File: src/hw/rtl/cdlb_pkg.sv
package cdlb_pkg;

  // field widths of the transfer channels
  localparam int OP_W        = 2;
  localparam int PRIO_W      = 3;
  localparam int GROUP_W     = 4;
  localparam int CORE_IDX_W  = 4;
  localparam int LOAD_IN_W   = 16;
  localparam int ENTRY_W     = 1;
  localparam int CHOSEN_W    = 4;
  localparam int MOVES_W     = 10;

  // configuration port
  localparam int CFG_ADDR_W  = 3;
  localparam int CFG_DATA_W  = 32;
  localparam int REG_SEL_BIT = 2;
  localparam int POLICY_W    = 2;
  localparam int CORES_REG_W = 5;
  localparam logic [POLICY_W-1:0]    RESET_POLICY = '0;
  localparam logic [CORES_REG_W-1:0] RESET_CORES  = 5'd16;

  // parameter defaults
  localparam int DEF_NUM_CORES         = 16;
  localparam int DEF_NUM_GROUPS        = 16;
  localparam int DEF_LOAD_WIDTH        = 16;
  localparam int DEF_MAX_BALANCE_STEPS = 1000;

  // policy constants
  localparam int MIN_CORES       = 2;
  localparam int PRIO_SECOND     = 3;
  localparam int BALANCE_SPREAD  = 5;
  localparam int BALANCE_DIVISOR = 10;

  typedef enum logic [OP_W-1:0] {
    OP_ASSIGN   = 2'd0,
    OP_LOAD_WR  = 2'd1,
    OP_GROUP_WR = 2'd2,
    OP_BALANCE  = 2'd3
  } op_t;

  typedef enum logic [POLICY_W-1:0] {
    POL_ROUND_ROBIN  = 2'd0,
    POL_LEAST_LOADED = 2'd1,
    POL_PRIORITY     = 2'd2,
    POL_AFFINITY     = 2'd3
  } policy_t;

  typedef enum logic {
    REG_POLICY_MODE  = 1'b0,
    REG_ACTIVE_CORES = 1'b1
  } reg_idx_t;

  typedef enum logic [2:0] {
    S_IDLE,
    S_SCAN,
    S_EVAL,
    S_DIV,
    S_WR_HI,
    S_WR_LO,
    S_DONE
  } state_t;

endpackage

File: src/hw/rtl/cdlb_in_if.sv
interface cdlb_in_if;
  logic                            valid;
  logic                            ready;
  logic [cdlb_pkg::OP_W-1:0]       op;
  logic [cdlb_pkg::PRIO_W-1:0]     thread_priority;
  logic [cdlb_pkg::GROUP_W-1:0]    thread_group;
  logic [cdlb_pkg::CORE_IDX_W-1:0] core_index;
  logic [cdlb_pkg::LOAD_IN_W-1:0]  load_value;
  logic [cdlb_pkg::ENTRY_W-1:0]    entry_valid;

  modport source (
    output valid, op, thread_priority, thread_group, core_index, load_value, entry_valid,
    input  ready
  );
  modport sink (
    input  valid, op, thread_priority, thread_group, core_index, load_value, entry_valid,
    output ready
  );
endinterface

File: src/hw/rtl/cdlb_out_if.sv
interface cdlb_out_if;
  logic                          valid;
  logic                          ready;
  logic [cdlb_pkg::CHOSEN_W-1:0] chosen_core;
  logic [cdlb_pkg::MOVES_W-1:0]  balance_moves;

  modport source (
    output valid, chosen_core, balance_moves,
    input  ready
  );
  modport sink (
    input  valid, chosen_core, balance_moves,
    output ready
  );
endinterface

File: src/hw/rtl/cdlb_load_mem.sv
module cdlb_load_mem #(
  parameter  int NUM_CORES  = cdlb_pkg::DEF_NUM_CORES,
  parameter  int LOAD_WIDTH = cdlb_pkg::DEF_LOAD_WIDTH,
  localparam int AW         = $clog2(NUM_CORES)
) (
  input  logic                  clk,
  input  logic                  rst_n,
  input  logic                  wr_en,
  input  logic [AW-1:0]         wr_addr,
  input  logic [LOAD_WIDTH-1:0] wr_data,
  input  logic                  rd_en,
  input  logic [AW-1:0]         rd_addr,
  output logic [LOAD_WIDTH-1:0] rd_data
);

  logic [LOAD_WIDTH-1:0] load_mem [NUM_CORES];
  logic [NUM_CORES-1:0]  written_r;
  logic [LOAD_WIDTH-1:0] q_r;
  logic                  q_ok_r;

  // storage array, one write and one registered read per cycle
  always_ff @(posedge clk) begin
    if (wr_en) begin
      load_mem[wr_addr] <= wr_data;
    end
  end

  always_ff @(posedge clk) begin
    if (rd_en) begin
      q_r <= load_mem[rd_addr];
    end
  end

  // per-entry written flags, an entry never written reads as zero load
  always_ff @(posedge clk) begin
    if (!rst_n) begin
      written_r <= '0;
      q_ok_r    <= 1'b0;
    end else begin
      if (wr_en) begin
        written_r[wr_addr] <= 1'b1;
      end
      if (rd_en) begin
        q_ok_r <= written_r[rd_addr];
      end
    end
  end

  assign rd_data = q_ok_r ? q_r : '0;

endmodule

File: src/hw/rtl/core_dispatch_load_balancer_top.sv
// load and group writes, and round-robin assign: go from accept to the done state directly
// scanning assign: scans cores 0..k-1, k = active core count clamped to 2..NUM_CORES
// balance: a scan, then each transfer step divides, writes two loads, rescans unless the
// step cap ends it; one core load read per cycle, reciprocal multiply for divide-by-ten
// one item at a time; the next item is taken while the previous result waits to be taken
// synchronous active-low reset: loads read zero, group entries unset, policy 0, 16 cores
module core_dispatch_load_balancer_top #(
  parameter int NUM_CORES         = cdlb_pkg::DEF_NUM_CORES,
  parameter int NUM_GROUPS        = cdlb_pkg::DEF_NUM_GROUPS,
  parameter int LOAD_WIDTH        = cdlb_pkg::DEF_LOAD_WIDTH,
  parameter int MAX_BALANCE_STEPS = cdlb_pkg::DEF_MAX_BALANCE_STEPS
) (
  input  logic                            clk,
  input  logic                            rst_n,
  cdlb_in_if.sink                         in_ch,
  cdlb_out_if.source                      out_ch,
  input  logic                            cfg_psel,
  input  logic                            cfg_penable,
  input  logic                            cfg_pwrite,
  input  logic [cdlb_pkg::CFG_ADDR_W-1:0] cfg_paddr,
  input  logic [cdlb_pkg::CFG_DATA_W-1:0] cfg_pwdata,
  output logic [cdlb_pkg::CFG_DATA_W-1:0] cfg_prdata,
  output logic                            cfg_pready
);

  localparam int CW     = $clog2(NUM_CORES);
  localparam int KW     = $clog2(NUM_CORES + 1);
  localparam int GW     = (NUM_GROUPS > 1) ? $clog2(NUM_GROUPS) : 1;
  localparam int SW     = $clog2(MAX_BALANCE_STEPS + 1);
  localparam int LW     = LOAD_WIDTH;
  // reciprocal of ten scaled by 2**(LW+3), exact for every load below 2**LW
  localparam int DIV_SH = LW + 3;
  localparam logic [LW-1:0] DIV_MUL =
    LW'(((64'd1 << DIV_SH) + 64'(cdlb_pkg::BALANCE_DIVISOR - 1)) /
        64'(cdlb_pkg::BALANCE_DIVISOR));

  // configuration registers
  logic                                cfg_wr;
  cdlb_pkg::reg_idx_t                  cfg_reg;
  logic [cdlb_pkg::POLICY_W-1:0]       policy_r;
  logic [cdlb_pkg::CORES_REG_W-1:0]    cores_r;
  cdlb_pkg::policy_t                   policy;
  logic [KW-1:0]                       k_eff;

  // sequencer
  cdlb_pkg::state_t state_r, state_nxt;
  logic             acc;
  cdlb_pkg::op_t    in_op;
  cdlb_pkg::op_t    op_r;
  logic [cdlb_pkg::PRIO_W-1:0] prio_r;

  // round robin
  logic [CW-1:0] rr_r;
  logic [CW-1:0] rr_sel;
  logic [CW-1:0] rr_adv;

  // group store
  logic [NUM_GROUPS-1:0]             grp_valid_r;
  logic [cdlb_pkg::CORE_IDX_W-1:0]   grp_mem [NUM_GROUPS];
  logic [GW-1:0]                     grp_addr;
  logic                              grp_in_range;
  logic [cdlb_pkg::CORE_IDX_W-1:0]   pref_r;
  logic                              aff_ok_r;

  // load memory port
  logic          mem_wr_en;
  logic [CW-1:0] mem_wr_addr;
  logic [LW-1:0] mem_wr_data;
  logic          mem_rd_en;
  logic [CW-1:0] mem_rd_addr;
  logic [LW-1:0] mem_rd_data;

  // scan tracking
  logic [KW-1:0] rd_idx_r;
  logic          dv_r;
  logic [CW-1:0] didx_r;
  logic [LW-1:0] best_val_r, sec_val_r, hi_val_r, pref_val_r;
  logic [CW-1:0] best_idx_r, sec_idx_r, hi_idx_r;
  logic          sec_ok_r;

  // evaluation
  logic [LW-1:0] diff;
  logic [LW+2:0] min5;
  logic          aff_use;
  logic [CW-1:0] assign_pick;

  // balance step
  logic [LW-1:0]   div_q_r;
  logic [2*LW-1:0] div_prod;
  logic [LW-1:0]   div_quo;
  logic [LW-1:0]   move;
  logic [SW-1:0]   steps_r;
  logic [SW-1:0]   steps_inc;

  // result and output register
  logic [cdlb_pkg::CHOSEN_W-1:0] res_chosen_r;
  logic                          load_out;
  logic                          out_valid_r;
  logic [cdlb_pkg::CHOSEN_W-1:0] out_chosen_r;
  logic [cdlb_pkg::MOVES_W-1:0]  out_moves_r;

  // apb decode, always ready
  assign cfg_pready = 1'b1;
  assign cfg_wr     = cfg_psel & cfg_penable & cfg_pwrite;
  assign cfg_reg    = cdlb_pkg::reg_idx_t'(cfg_paddr[cdlb_pkg::REG_SEL_BIT]);
  assign policy     = cdlb_pkg::policy_t'(policy_r);

  always_comb begin
    case (cfg_reg)
      cdlb_pkg::REG_POLICY_MODE:  cfg_prdata = cdlb_pkg::CFG_DATA_W'(policy_r);
      cdlb_pkg::REG_ACTIVE_CORES: cfg_prdata = cdlb_pkg::CFG_DATA_W'(cores_r);
      default:                    cfg_prdata = '0;
    endcase
  end

  // effective core count, clamped to 2..NUM_CORES
  always_comb begin
    if (32'(cores_r) < cdlb_pkg::MIN_CORES) begin
      k_eff = KW'(cdlb_pkg::MIN_CORES);
    end else if (32'(cores_r) > NUM_CORES) begin
      k_eff = KW'(NUM_CORES);
    end else begin
      k_eff = KW'(cores_r);
    end
  end

  // input handshake
  assign in_ch.ready = (state_r == cdlb_pkg::S_IDLE);
  assign acc         = in_ch.valid & in_ch.ready;
  assign in_op       = cdlb_pkg::op_t'(in_ch.op);

  // round-robin pick and advance
  assign rr_sel = (32'(rr_r) >= 32'(k_eff)) ? '0 : rr_r;
  assign rr_adv = (32'(rr_sel) + 32'd1 == 32'(k_eff)) ? '0 : rr_sel + CW'(1);

  // group address decode
  assign grp_addr     = GW'(in_ch.thread_group);
  assign grp_in_range = 32'(in_ch.thread_group) < NUM_GROUPS;

  // evaluation arithmetic
  assign diff      = hi_val_r - best_val_r;
  assign min5      = {3'b000, best_val_r} + {1'b0, best_val_r, 2'b00};
  assign aff_use   = aff_ok_r && (32'(pref_r) < 32'(k_eff)) &&
                     !({1'b0, pref_val_r} > min5[LW+2:2]);
  assign div_prod  = {{LW{1'b0}}, div_q_r} * {{LW{1'b0}}, DIV_MUL};
  assign div_quo   = LW'(div_prod[2*LW-1:DIV_SH]);
  assign move      = (div_q_r == '0) ? LW'(1) : div_q_r;
  assign steps_inc = steps_r + SW'(1);

  always_comb begin
    case (policy)
      cdlb_pkg::POL_PRIORITY: begin
        assign_pick = (32'(prio_r) >= cdlb_pkg::PRIO_SECOND) ? sec_idx_r : best_idx_r;
      end
      cdlb_pkg::POL_AFFINITY: begin
        assign_pick = aff_use ? CW'(pref_r) : best_idx_r;
      end
      default: begin
        assign_pick = best_idx_r;
      end
    endcase
  end

  // next state
  always_comb begin
    state_nxt = state_r;
    case (state_r)
      cdlb_pkg::S_IDLE: begin
        if (acc) begin
          case (in_op)
            cdlb_pkg::OP_ASSIGN: begin
              state_nxt = (policy == cdlb_pkg::POL_ROUND_ROBIN) ? cdlb_pkg::S_DONE
                                                                : cdlb_pkg::S_SCAN;
            end
            cdlb_pkg::OP_BALANCE: state_nxt = cdlb_pkg::S_SCAN;
            default:              state_nxt = cdlb_pkg::S_DONE;
          endcase
        end
      end
      cdlb_pkg::S_SCAN: begin
        if (rd_idx_r == k_eff) begin
          state_nxt = cdlb_pkg::S_EVAL;
        end
      end
      cdlb_pkg::S_EVAL: begin
        if (op_r == cdlb_pkg::OP_BALANCE && diff > LW'(cdlb_pkg::BALANCE_SPREAD)) begin
          state_nxt = cdlb_pkg::S_DIV;
        end else begin
          state_nxt = cdlb_pkg::S_DONE;
        end
      end
      cdlb_pkg::S_DIV:   state_nxt = cdlb_pkg::S_WR_HI;
      cdlb_pkg::S_WR_HI: state_nxt = cdlb_pkg::S_WR_LO;
      cdlb_pkg::S_WR_LO: begin
        state_nxt = (steps_inc == SW'(MAX_BALANCE_STEPS)) ? cdlb_pkg::S_DONE
                                                          : cdlb_pkg::S_SCAN;
      end
      cdlb_pkg::S_DONE: begin
        if (load_out) begin
          state_nxt = cdlb_pkg::S_IDLE;
        end
      end
      default: state_nxt = cdlb_pkg::S_IDLE;
    endcase
  end

  // memory port control per state
  always_comb begin
    mem_wr_en   = 1'b0;
    mem_wr_addr = CW'(in_ch.core_index);
    mem_wr_data = LW'(in_ch.load_value);
    mem_rd_en   = 1'b0;
    mem_rd_addr = rd_idx_r[CW-1:0];
    load_out    = 1'b0;
    case (state_r)
      cdlb_pkg::S_IDLE: begin
        mem_wr_en = acc && in_op == cdlb_pkg::OP_LOAD_WR &&
                    32'(in_ch.core_index) < NUM_CORES;
      end
      cdlb_pkg::S_SCAN: begin
        mem_rd_en = rd_idx_r < k_eff;
      end
      cdlb_pkg::S_WR_HI: begin
        mem_wr_en   = 1'b1;
        mem_wr_addr = hi_idx_r;
        mem_wr_data = hi_val_r - move;
      end
      cdlb_pkg::S_WR_LO: begin
        mem_wr_en   = 1'b1;
        mem_wr_addr = best_idx_r;
        mem_wr_data = best_val_r + move;
      end
      cdlb_pkg::S_DONE: begin
        load_out = !out_valid_r || out_ch.ready;
      end
      default: begin
        mem_wr_en = 1'b0;
      end
    endcase
  end

  cdlb_load_mem #(
    .NUM_CORES  (NUM_CORES),
    .LOAD_WIDTH (LOAD_WIDTH)
  ) u_load_mem (
    .clk     (clk),
    .rst_n   (rst_n),
    .wr_en   (mem_wr_en),
    .wr_addr (mem_wr_addr),
    .wr_data (mem_wr_data),
    .rd_en   (mem_rd_en),
    .rd_addr (mem_rd_addr),
    .rd_data (mem_rd_data)
  );

  // control state
  always_ff @(posedge clk) begin
    if (!rst_n) begin
      state_r     <= cdlb_pkg::S_IDLE;
      policy_r    <= cdlb_pkg::RESET_POLICY;
      cores_r     <= cdlb_pkg::RESET_CORES;
      rr_r        <= '0;
      grp_valid_r <= '0;
      rd_idx_r    <= '0;
      dv_r        <= 1'b0;
      out_valid_r <= 1'b0;
    end else begin
      state_r <= state_nxt;
      // configuration writes; a core count write restarts round robin
      if (cfg_wr && cfg_reg == cdlb_pkg::REG_POLICY_MODE) begin
        policy_r <= cfg_pwdata[cdlb_pkg::POLICY_W-1:0];
      end
      if (cfg_wr && cfg_reg == cdlb_pkg::REG_ACTIVE_CORES) begin
        cores_r <= cfg_pwdata[cdlb_pkg::CORES_REG_W-1:0];
        rr_r    <= '0;
      end else if (acc && in_op == cdlb_pkg::OP_ASSIGN &&
                   policy == cdlb_pkg::POL_ROUND_ROBIN) begin
        rr_r <= rr_adv;
      end
      // group entry flags
      if (acc && in_op == cdlb_pkg::OP_GROUP_WR && grp_in_range) begin
        grp_valid_r[grp_addr] <= in_ch.entry_valid[0];
      end
      // scan read index, restarts on every entry to the scan state
      if (state_r == cdlb_pkg::S_SCAN) begin
        if (mem_rd_en) begin
          rd_idx_r <= rd_idx_r + KW'(1);
        end
      end else begin
        rd_idx_r <= '0;
      end
      dv_r <= mem_rd_en;
      // output register
      if (load_out) begin
        out_valid_r <= 1'b1;
      end else if (out_ch.ready) begin
        out_valid_r <= 1'b0;
      end
    end
  end

  // group entry core store, registered read at accept
  always_ff @(posedge clk) begin
    if (acc && in_op == cdlb_pkg::OP_GROUP_WR && grp_in_range) begin
      grp_mem[grp_addr] <= in_ch.core_index;
    end
  end

  always_ff @(posedge clk) begin
    if (acc) begin
      pref_r   <= grp_mem[grp_addr];
      aff_ok_r <= grp_in_range && grp_valid_r[grp_addr];
      op_r     <= in_op;
      prio_r   <= in_ch.thread_priority;
    end
  end

  // running minimum, second minimum and maximum over the streamed loads
  always_ff @(posedge clk) begin
    didx_r <= mem_rd_addr;
    if (dv_r) begin
      if (didx_r == '0) begin
        best_val_r <= mem_rd_data;
        best_idx_r <= '0;
        hi_val_r   <= mem_rd_data;
        hi_idx_r   <= '0;
        sec_ok_r   <= 1'b0;
      end else begin
        if (mem_rd_data < best_val_r) begin
          best_val_r <= mem_rd_data;
          best_idx_r <= didx_r;
          sec_val_r  <= best_val_r;
          sec_idx_r  <= best_idx_r;
          sec_ok_r   <= 1'b1;
        end else if (!sec_ok_r || mem_rd_data < sec_val_r) begin
          sec_val_r <= mem_rd_data;
          sec_idx_r <= didx_r;
          sec_ok_r  <= 1'b1;
        end
        if (mem_rd_data > hi_val_r) begin
          hi_val_r <= mem_rd_data;
          hi_idx_r <= didx_r;
        end
      end
      // capture the preferred core's load as it streams past
      if (32'(didx_r) == 32'(pref_r)) begin
        pref_val_r <= mem_rd_data;
      end
    end
  end

  // spread registered in the evaluate state, divided by ten by reciprocal multiply in the divide state
  always_ff @(posedge clk) begin
    if (state_r == cdlb_pkg::S_EVAL) begin
      div_q_r <= diff;
    end else if (state_r == cdlb_pkg::S_DIV) begin
      div_q_r <= div_quo;
    end
  end

  // result fields
  always_ff @(posedge clk) begin
    if (acc) begin
      steps_r      <= '0;
      res_chosen_r <= (in_op == cdlb_pkg::OP_ASSIGN && policy == cdlb_pkg::POL_ROUND_ROBIN)
                      ? cdlb_pkg::CHOSEN_W'(rr_sel) : '0;
    end else if (state_r == cdlb_pkg::S_EVAL && op_r == cdlb_pkg::OP_ASSIGN) begin
      res_chosen_r <= cdlb_pkg::CHOSEN_W'(assign_pick);
    end else if (state_r == cdlb_pkg::S_WR_LO) begin
      steps_r <= steps_inc;
    end
    if (load_out) begin
      out_chosen_r <= res_chosen_r;
      out_moves_r  <= cdlb_pkg::MOVES_W'(steps_r);
    end
  end

  assign out_ch.valid         = out_valid_r;
  assign out_ch.chosen_core   = out_chosen_r;
  assign out_ch.balance_moves = out_moves_r;

endmodule

File: src/flat_wrapper.sv
// flat-port wrapper written by rule: the top's interface ports become plain ports
module core_dispatch_load_balancer_top_flat 
#(
  parameter int NUM_CORES         = cdlb_pkg::DEF_NUM_CORES,
  parameter int NUM_GROUPS        = cdlb_pkg::DEF_NUM_GROUPS,
  parameter int LOAD_WIDTH        = cdlb_pkg::DEF_LOAD_WIDTH,
  parameter int MAX_BALANCE_STEPS = cdlb_pkg::DEF_MAX_BALANCE_STEPS
)
  (clk, rst_n, cfg_psel, cfg_penable, cfg_pwrite, cfg_paddr, cfg_pwdata, cfg_prdata, cfg_pready, in_ch_valid, in_ch_op, in_ch_thread_priority, in_ch_thread_group, in_ch_core_index, in_ch_load_value, in_ch_entry_valid, in_ch_ready, out_ch_valid, out_ch_chosen_core, out_ch_balance_moves, out_ch_ready);
  cdlb_in_if in_ch_i ();
  cdlb_out_if out_ch_i ();
  input  logic clk;
  input  logic rst_n;
  input  logic cfg_psel;
  input  logic cfg_penable;
  input  logic cfg_pwrite;
  input  logic [cdlb_pkg::CFG_ADDR_W-1:0] cfg_paddr;
  input  logic [cdlb_pkg::CFG_DATA_W-1:0] cfg_pwdata;
  output logic [cdlb_pkg::CFG_DATA_W-1:0] cfg_prdata;
  output logic cfg_pready;
  input wire logic [$bits(in_ch_i.valid)-1:0] in_ch_valid;
  input wire logic [$bits(in_ch_i.op)-1:0] in_ch_op;
  input wire logic [$bits(in_ch_i.thread_priority)-1:0] in_ch_thread_priority;
  input wire logic [$bits(in_ch_i.thread_group)-1:0] in_ch_thread_group;
  input wire logic [$bits(in_ch_i.core_index)-1:0] in_ch_core_index;
  input wire logic [$bits(in_ch_i.load_value)-1:0] in_ch_load_value;
  input wire logic [$bits(in_ch_i.entry_valid)-1:0] in_ch_entry_valid;
  output wire logic [$bits(in_ch_i.ready)-1:0] in_ch_ready;
  output wire logic [$bits(out_ch_i.valid)-1:0] out_ch_valid;
  output wire logic [$bits(out_ch_i.chosen_core)-1:0] out_ch_chosen_core;
  output wire logic [$bits(out_ch_i.balance_moves)-1:0] out_ch_balance_moves;
  input wire logic [$bits(out_ch_i.ready)-1:0] out_ch_ready;
  assign in_ch_i.valid = in_ch_valid;
  assign in_ch_i.op = in_ch_op;
  assign in_ch_i.thread_priority = in_ch_thread_priority;
  assign in_ch_i.thread_group = in_ch_thread_group;
  assign in_ch_i.core_index = in_ch_core_index;
  assign in_ch_i.load_value = in_ch_load_value;
  assign in_ch_i.entry_valid = in_ch_entry_valid;
  assign in_ch_ready = in_ch_i.ready;
  assign out_ch_valid = out_ch_i.valid;
  assign out_ch_chosen_core = out_ch_i.chosen_core;
  assign out_ch_balance_moves = out_ch_i.balance_moves;
  assign out_ch_i.ready = out_ch_ready;
  core_dispatch_load_balancer_top #(.NUM_CORES(NUM_CORES), .NUM_GROUPS(NUM_GROUPS), .LOAD_WIDTH(LOAD_WIDTH), .MAX_BALANCE_STEPS(MAX_BALANCE_STEPS)) u_core (.clk(clk), .rst_n(rst_n), .in_ch(in_ch_i), .out_ch(out_ch_i), .cfg_psel(cfg_psel), .cfg_penable(cfg_penable), .cfg_pwrite(cfg_pwrite), .cfg_paddr(cfg_paddr), .cfg_pwdata(cfg_pwdata), .cfg_prdata(cfg_prdata), .cfg_pready(cfg_pready));
endmodule
File: config.mk
export PLATFORM = sky130hd
export DESIGN_NAME = core_dispatch_load_balancer_top_flat
export DESIGN_NICKNAME = d
export VERILOG_FILES = /design/src/hw/rtl/cdlb_pkg.sv /design/src/hw/rtl/cdlb_in_if.sv /design/src/hw/rtl/cdlb_out_if.sv /design/src/hw/rtl/cdlb_load_mem.sv /design/src/hw/rtl/core_dispatch_load_balancer_top.sv /design/src/flat_wrapper.sv
export SDC_FILE = /design/constraint.sdc
export NUM_CORES = 1
export LEC_CHECK = 0
export ABC_AREA = 1
export BUFFER_PORTS_ARGS = -buffer_cell sky130_fd_sc_hd__buf_2
export CELL_PAD_IN_SITES_DETAIL_PLACEMENT = 1
export CELL_PAD_IN_SITES_GLOBAL_PLACEMENT = 2
export CORE_UTILIZATION = 41
export CTS_CLUSTER_DIAMETER = 50
export CTS_CLUSTER_SIZE = 40
export DETAILED_ROUTE_END_ITERATION = 16
export GPL_TIMING_DRIVEN = 0
export PLACE_DENSITY_LB_ADDON = 0.1
export REMOVE_ABC_BUFFERS = 1
export SKIP_LAST_GASP = 1
export SLEW_MARGIN = 20
export SYNTH_ARGS = -nofsm -noshare
export SYNTH_HDL_FRONTEND = slang
export SYNTH_HIERARCHICAL = 1
export SYNTH_SLANG_ARGS = --single-unit
File: constraint.sdc
create_clock -name clk -period 7.7 [get_ports clk]
set_input_delay 0.385 -clock clk [delete_from_list [all_inputs] [get_ports clk]]
set_output_delay 0.385 -clock clk [all_outputs]
set_load 0.01 [all_outputs]
; Word-level counts from Yosys, hierarchy flattened
; Memory sizes are Yosys's and may differ from the RTL's. A register that Yosys moved wholly into a read port is not among the register bits.
; Cells that the tools add are included.
[totals]
register_bits = 185
mem_bits_rw = 320
in_bits = 72
out_inout_bits = 49
word_cells = 177
n_memories = 2
[memory_table]
columns = name, depth, word_bits, read_ports, rd_ports_with_merged_regs, wr, line_no
row1 = u_core.u_load_mem.load_mem, 16, 16, 1, 1, 1, cdlb_load_mem.sv:16  ; logic [LOAD_WIDTH-1:0] load_mem [NUM_CORES];
row2 = u_core.grp_mem, 16, 4, 1, 1, 1, core_dispatch_load_balancer_top.sv:59  ; logic [cdlb_pkg::CORE_IDX_W-1:0] grp_mem [NUM_GROUPS];
[classes]
add_sub_neg = 8
n_mul = 1
order_cmp = 16
n_eq_ne = 19
n_mux = 55
bitwise = 8
reduce_logical = 41
[op_table]
columns = cell, n
row1 = two-way mux 16 bit, 10
row2 = case mux 32 bit (2 select lines), 1
row3 = two-way mux 4 bit, 11
row4 = == test 32 x 5 -> 1 bit, 1
row5 = < comparator 16 bit, 2
row6 = "multiplier 16 x 16 -> 32 bit, second input constant", 1
row7 = case mux 16 bit (2 select lines), 1
row8 = subtractor 16 bit, 2
row9 = case mux 3 bit (7 select lines), 1
row10 = adder 16 x 18 -> 19 bit, 1
row11 = two-way mux 3 bit, 6
row12 = greater-than comparator 16 x 17 -> 1 bit, 1
row13 = adder 16 bit, 1
row14 = bitwise mux 16 bit, 1
row15 = greater-than comparator 16 bit, 1
row16 = "greater-than comparator 16 x 3 -> 1 bit, second input constant", 1
row17 = logical NOT 16 bit, 1
row18 = bitwise OR 16 bit, 1
row19 = case mux 4 bit (2 select lines), 2
row20 = "< comparator 4 x 5 -> 1 bit, second input constant", 3
row21 = two-way mux 1 bit, 14
row22 = logical AND 1 bit, 13
row23 = AND reduction 2 bit, 6
row24 = nonzero test 2 bit, 6
row25 = other kinds (36), 60

; Logic depth before layout (Yosys ltp)
[logic_depth]
depth_word = 10
ltp_mapped = 25
depth_no_buf = 25

; Modules after synthesis
; The synthesis kept the hierarchy.
[by_module_without_submodules]
columns = mod, n_inst, cells_per_inst, area_each_um2, seq_area_each_um2
row1 = core_dispatch_load_balancer_top, 1, 2250, 19479.9, 6576.3
row2 = cdlb_load_mem, 1, 909, 11436.0, 8508.2

; Worst setup path before layout
; Ideal clock, no wire load.
[synth_timing]
path_kind = register -> register
startpoint = register u_core.div_q_r[4]
endpoint = register u_core.div_q_r[11], data pin
setup_ns = 0.266
t_arrival_ns = 5.054
t_required_ns = 7.434
path_slack_ns = 2.380
path_stages_with_launch = 22
path_buffers = 0
period_less_slack_ns = 5.320
path_cell_list = edfxtp_1 inv_1 ha_1 xor2_1 ha_1 fa_1 inv_1 fa_1 inv_1 fa_1 inv_1 fa_1 inv_1 ha_1 nand2_1 nor4_1 nand3b_1 nand3_1 a21oi_1 o21ai_1 xor2_1 o21bai_1
[synth_between]
elab_chain_cells = 3
[synth_rtl]
columns = element, line_no
row1 = start: declaration, core_dispatch_load_balancer_top.sv:88  ; logic [LW-1:0] div_q_r;
row2 = start signal: assignment, core_dispatch_load_balancer_top.sv:355  ; div_q_r <= diff;
row3 = start signal: assignment, core_dispatch_load_balancer_top.sv:357  ; div_q_r <= div_quo;
row4 = multiplier 16 x 16 -> 32 bit, core_dispatch_load_balancer_top.sv:145  ; assign div_prod = {{LW{1'b0}}, div_q_r} * {{LW{1'b0}}, DIV_MUL};
row5 = two-way mux 16 bit, core_dispatch_load_balancer_top.sv:356  ; end else if (state_r == cdlb_pkg::S_DIV) begin
row6 = two-way mux 16 bit, core_dispatch_load_balancer_top.sv:354  ; if (state_r == cdlb_pkg::S_EVAL) begin
; No other way between the ends. The select of a mux whose other input is x is not followed.
; A chain may end at the register's enable or synchronous reset.

; Worst setup path in the final report
[layout_timing]
startpoint = register u_core.div_q_r[4]
endpoint = register u_core.div_q_r[1], data pin
; The elaborated chain is that of the path after synthesis.

==> qor.csv <==
metric,value,unit
peak fanout along the critical path,7,
WL per Instance,21.76,µm
f_max,153.2,MHz
"Req. time, crit path",8.01,ns
TritonCTS clock tree,built,
via-per-instance ratio,5.359,
Hold Path Class,in2reg,
status,"complete, no violations",
"CTS clk-pin slew, worst paths",0.06,ns
nets,3664,
largest net degree at the start of global routing,137,
Final Max Tran Viols,0,
chip width,276.6,µm
Synth top area share,44.39,%
"commonest non-fill, non-tap cell in the layout",edfxtp_1,
All-Layer GR Usage,24.30,%
initial antenna violation count,0,
GP Congestion,0.8865,
Slew headroom,26.83,%
Routed WL,92.65,mm
Post-CTS Hold Buffers,4,
drt first pass iters,5,
final period utilization,84.75,%
CTS Buf Count,70,
Ys Warns,6,
first-pass GRT wire length,142.6,mm
hpwl dp,67.82,mm
RSZ-0062 raised after global routing,no,
CTS H-tree lvls,3,
ant diodes,0,
critical path endpoint category,flip-flop,
Post-synth top flop,edfxtp_1,
Least-Margin Pin Slew,1.097,ns
CTS Sinks,525,
sequential element share of the synthesized area,48.79,%
post_cts resized,0,
row cnt,100,
Port Buf Inserts,63,
Area contributors post-synth,"edfxtp_1 (44%), ha_1 (11%), fa_1 (5.4%)",
Detail Route Antenna Nets,0,
I/O pin cnt,121,
DRC,0,
Starting Density,41.46,%
Setup TNS,0,ns
most frequent cells in the layout,"edfxtp_1 (457), inv_1 (442), nand2_1 (426), nor2_1 (362), ha_1 (279)",
hold violation count in the final report,0,
Die Area,0.07651,mm²
WP data arrival,6.83,ns
post-synth top area cell,edfxtp_1,
reg2reg path depth,20,
Post-Synthesis Cells,3159,
Synth Register Bits,525,
RR Endpoint,u_core/div_q_r[1],
setup bufs post-CTS,0,
Critical Path Source Type,flip-flop,
Max clock buf depth,3,
WS Path Type,reg2reg,
"Async S/R FF share, synth",0,%
Unique masters post-synth,62,
"setup slack, reg-to-reg",1.17,ns
CP startpoint,u_core/div_q_r[4],
Core Box Area,0.07457,mm²
Finish-stage setup viols,0,
Die Y,276.6,µm
vias in the first global route,24080,
reg2reg start,u_core/div_q_r[4],
Clock Latency Late Sink,0.63,ns
Mapped Area,0.03092,mm²
max-capacitance violation count,0,
P&R area growth vs syn,12.80,%
Via Count,22820,
Final Critical Period,6.525,ns
ratio of cells with drive above 1 in the final layout,7.877,%
Layout Skew,0.06185,ns
Avg Inst Size Synth,9.787,µm²
DR iter-0 viols,1127,
end point of the critical path,u_core/div_q_r[1],
Post-synth EDFFs,457,
Congestion Overflow GR,0,
CTS root buf,clkbuf_16,
==> logic make-up (layout without fill, tap and decap cells) <==
logic type	Yosys count	after routing	share of synthesized area [%]
flops	525	525	48.79
xor+xnor	56	56	1.611
compound gates	631	631	11.72
buf+inv	568	671	7.645
mux	1	1	0.03238
other cells	2	28	0.02429
fa+ha+maj	362	362	16.67
simple gates	1014	1014	13.51
==> cell type report <==
class / count / area [µm²]
inverter: 453 / 1707
clock inverter: 55 / 668.1
tap: 969 / 1212
sequential: 525 / 15100
timing repair buffer: 88 / 631.9
clock buffer: 75 / 1813
fill: 8362 / 39700
multi-input combinational: 2092 / 13740
==> state kept, by name, summed over array words and instances (netlist names), 5 cells and up <==
signal	flops
u_core/pref_val_r	16
u_core/best_val_r	16
u_core/out_ch.balance_moves	10
u_core/u_load_mem/load_mem	256
u_core/u_load_mem/written_r	16
u_core/u_load_mem/q_r	16
u_core/grp_mem	64
u_core/sec_val_r	16
u_core/rd_idx_r	5
u_core/cores_r	5
u_core/div_q_r	16
u_core/steps_r	10
u_core/grp_valid_r	16
u_core/hi_val_r	16
==> metal layers <==
metal  wire (µm)  vias to the layer above  GRT usage, %
li1            -                    10890             -
met1       41610                    11460         32.10
met2       46300                      359         42.60
met3        2770                      109         2.430
met4        1963                        0         6.188
met5           0                        -             0
==> how the worst min path moves through the flow <==
| stage | depth (start not counted) | startpoint | endpoint | slack [ns] |
|---|---|---|---|---|
| floorplan | 0 | u_core/res_chosen_r[0] | u_core/out_ch.chosen_core[0] | 0.40 |
| global placement | 0 | u_core/res_chosen_r[3] | u_core/out_ch.chosen_core[3] | 0.42 |
| detailed placement | 0 | u_core/res_chosen_r[3] | u_core/out_ch.chosen_core[3] | 0.41 |
| CTS | 1 | in_ch_op[0] | u_core/op_r[0] | 0.001 |
| global route | 1 | in_ch_op[0] | u_core/op_r[0] | 0.02 |
| finish | 1 | in_ch_op[0] | u_core/op_r[0] | 0.02 |
==> critical path, cell delays in order, from the launching register on <==
cell	delay (ns)
edfxtp_1	0.62
inv_1	0.12
ha_1	0.44
xor2_1	0.21
ha_1	0.34
fa_1	0.55
inv_1	0.06
fa_1	0.53
inv_1	0.06
fa_1	0.53
inv_1	0.06
fa_1	0.55
inv_1	0.05
ha_1	0.37
nand2_1	0.15
nor4_1	0.75
nand2_1	0.12
nand2_1	0.12
xor2_1	0.32
nand2_1	0.08
o21ai_0	0.23
==> cells in the mapped netlist (7+ instances only) <==
cell      number
a21o_1         9
o211ai_1      77
o21ai_0      228
fa_1          83
dfxtp_1       68
nand4_1       16
o221ai_1       8
nand3_1      136
ha_1         279
a21oi_1      201
inv_1        442
nor3_1        25
clkbuf_1      51
buf_2         14
buf_4         39
xor2_1        34
xnor2_1       21
nor2_1       380
nand2_1      427
o21ai_1       26
o31ai_1        9
a22oi_1       40
edfxtp_1     457
nor4_1         7
==> per-stage QoR <==
step | utilization, % | hold WS [ns] | instances | area (µm²) | worst slack, ns
after CTS | 46.74 | 0.0009511 | 4255 | 34860 | 1.211
after detailed placement | 43.36 | 0.4099 | 4121 | 32330 | 1.316
final | 46.77 | 0.02365 | 4257 | 34870 | 1.175
after floorplan | - | 0.4003 | 3070 | 30360 | 2.358
after global placement | 42.75 | 0.4211 | 4102 | 31880 | 0.3977
after global routing | 46.77 | 0.01537 | 4257 | 34870 | 0.8119
Power is left out: the tool's default activity adds up to more than one toggle a clock period on the data nets, which glitch-free logic cannot reach.
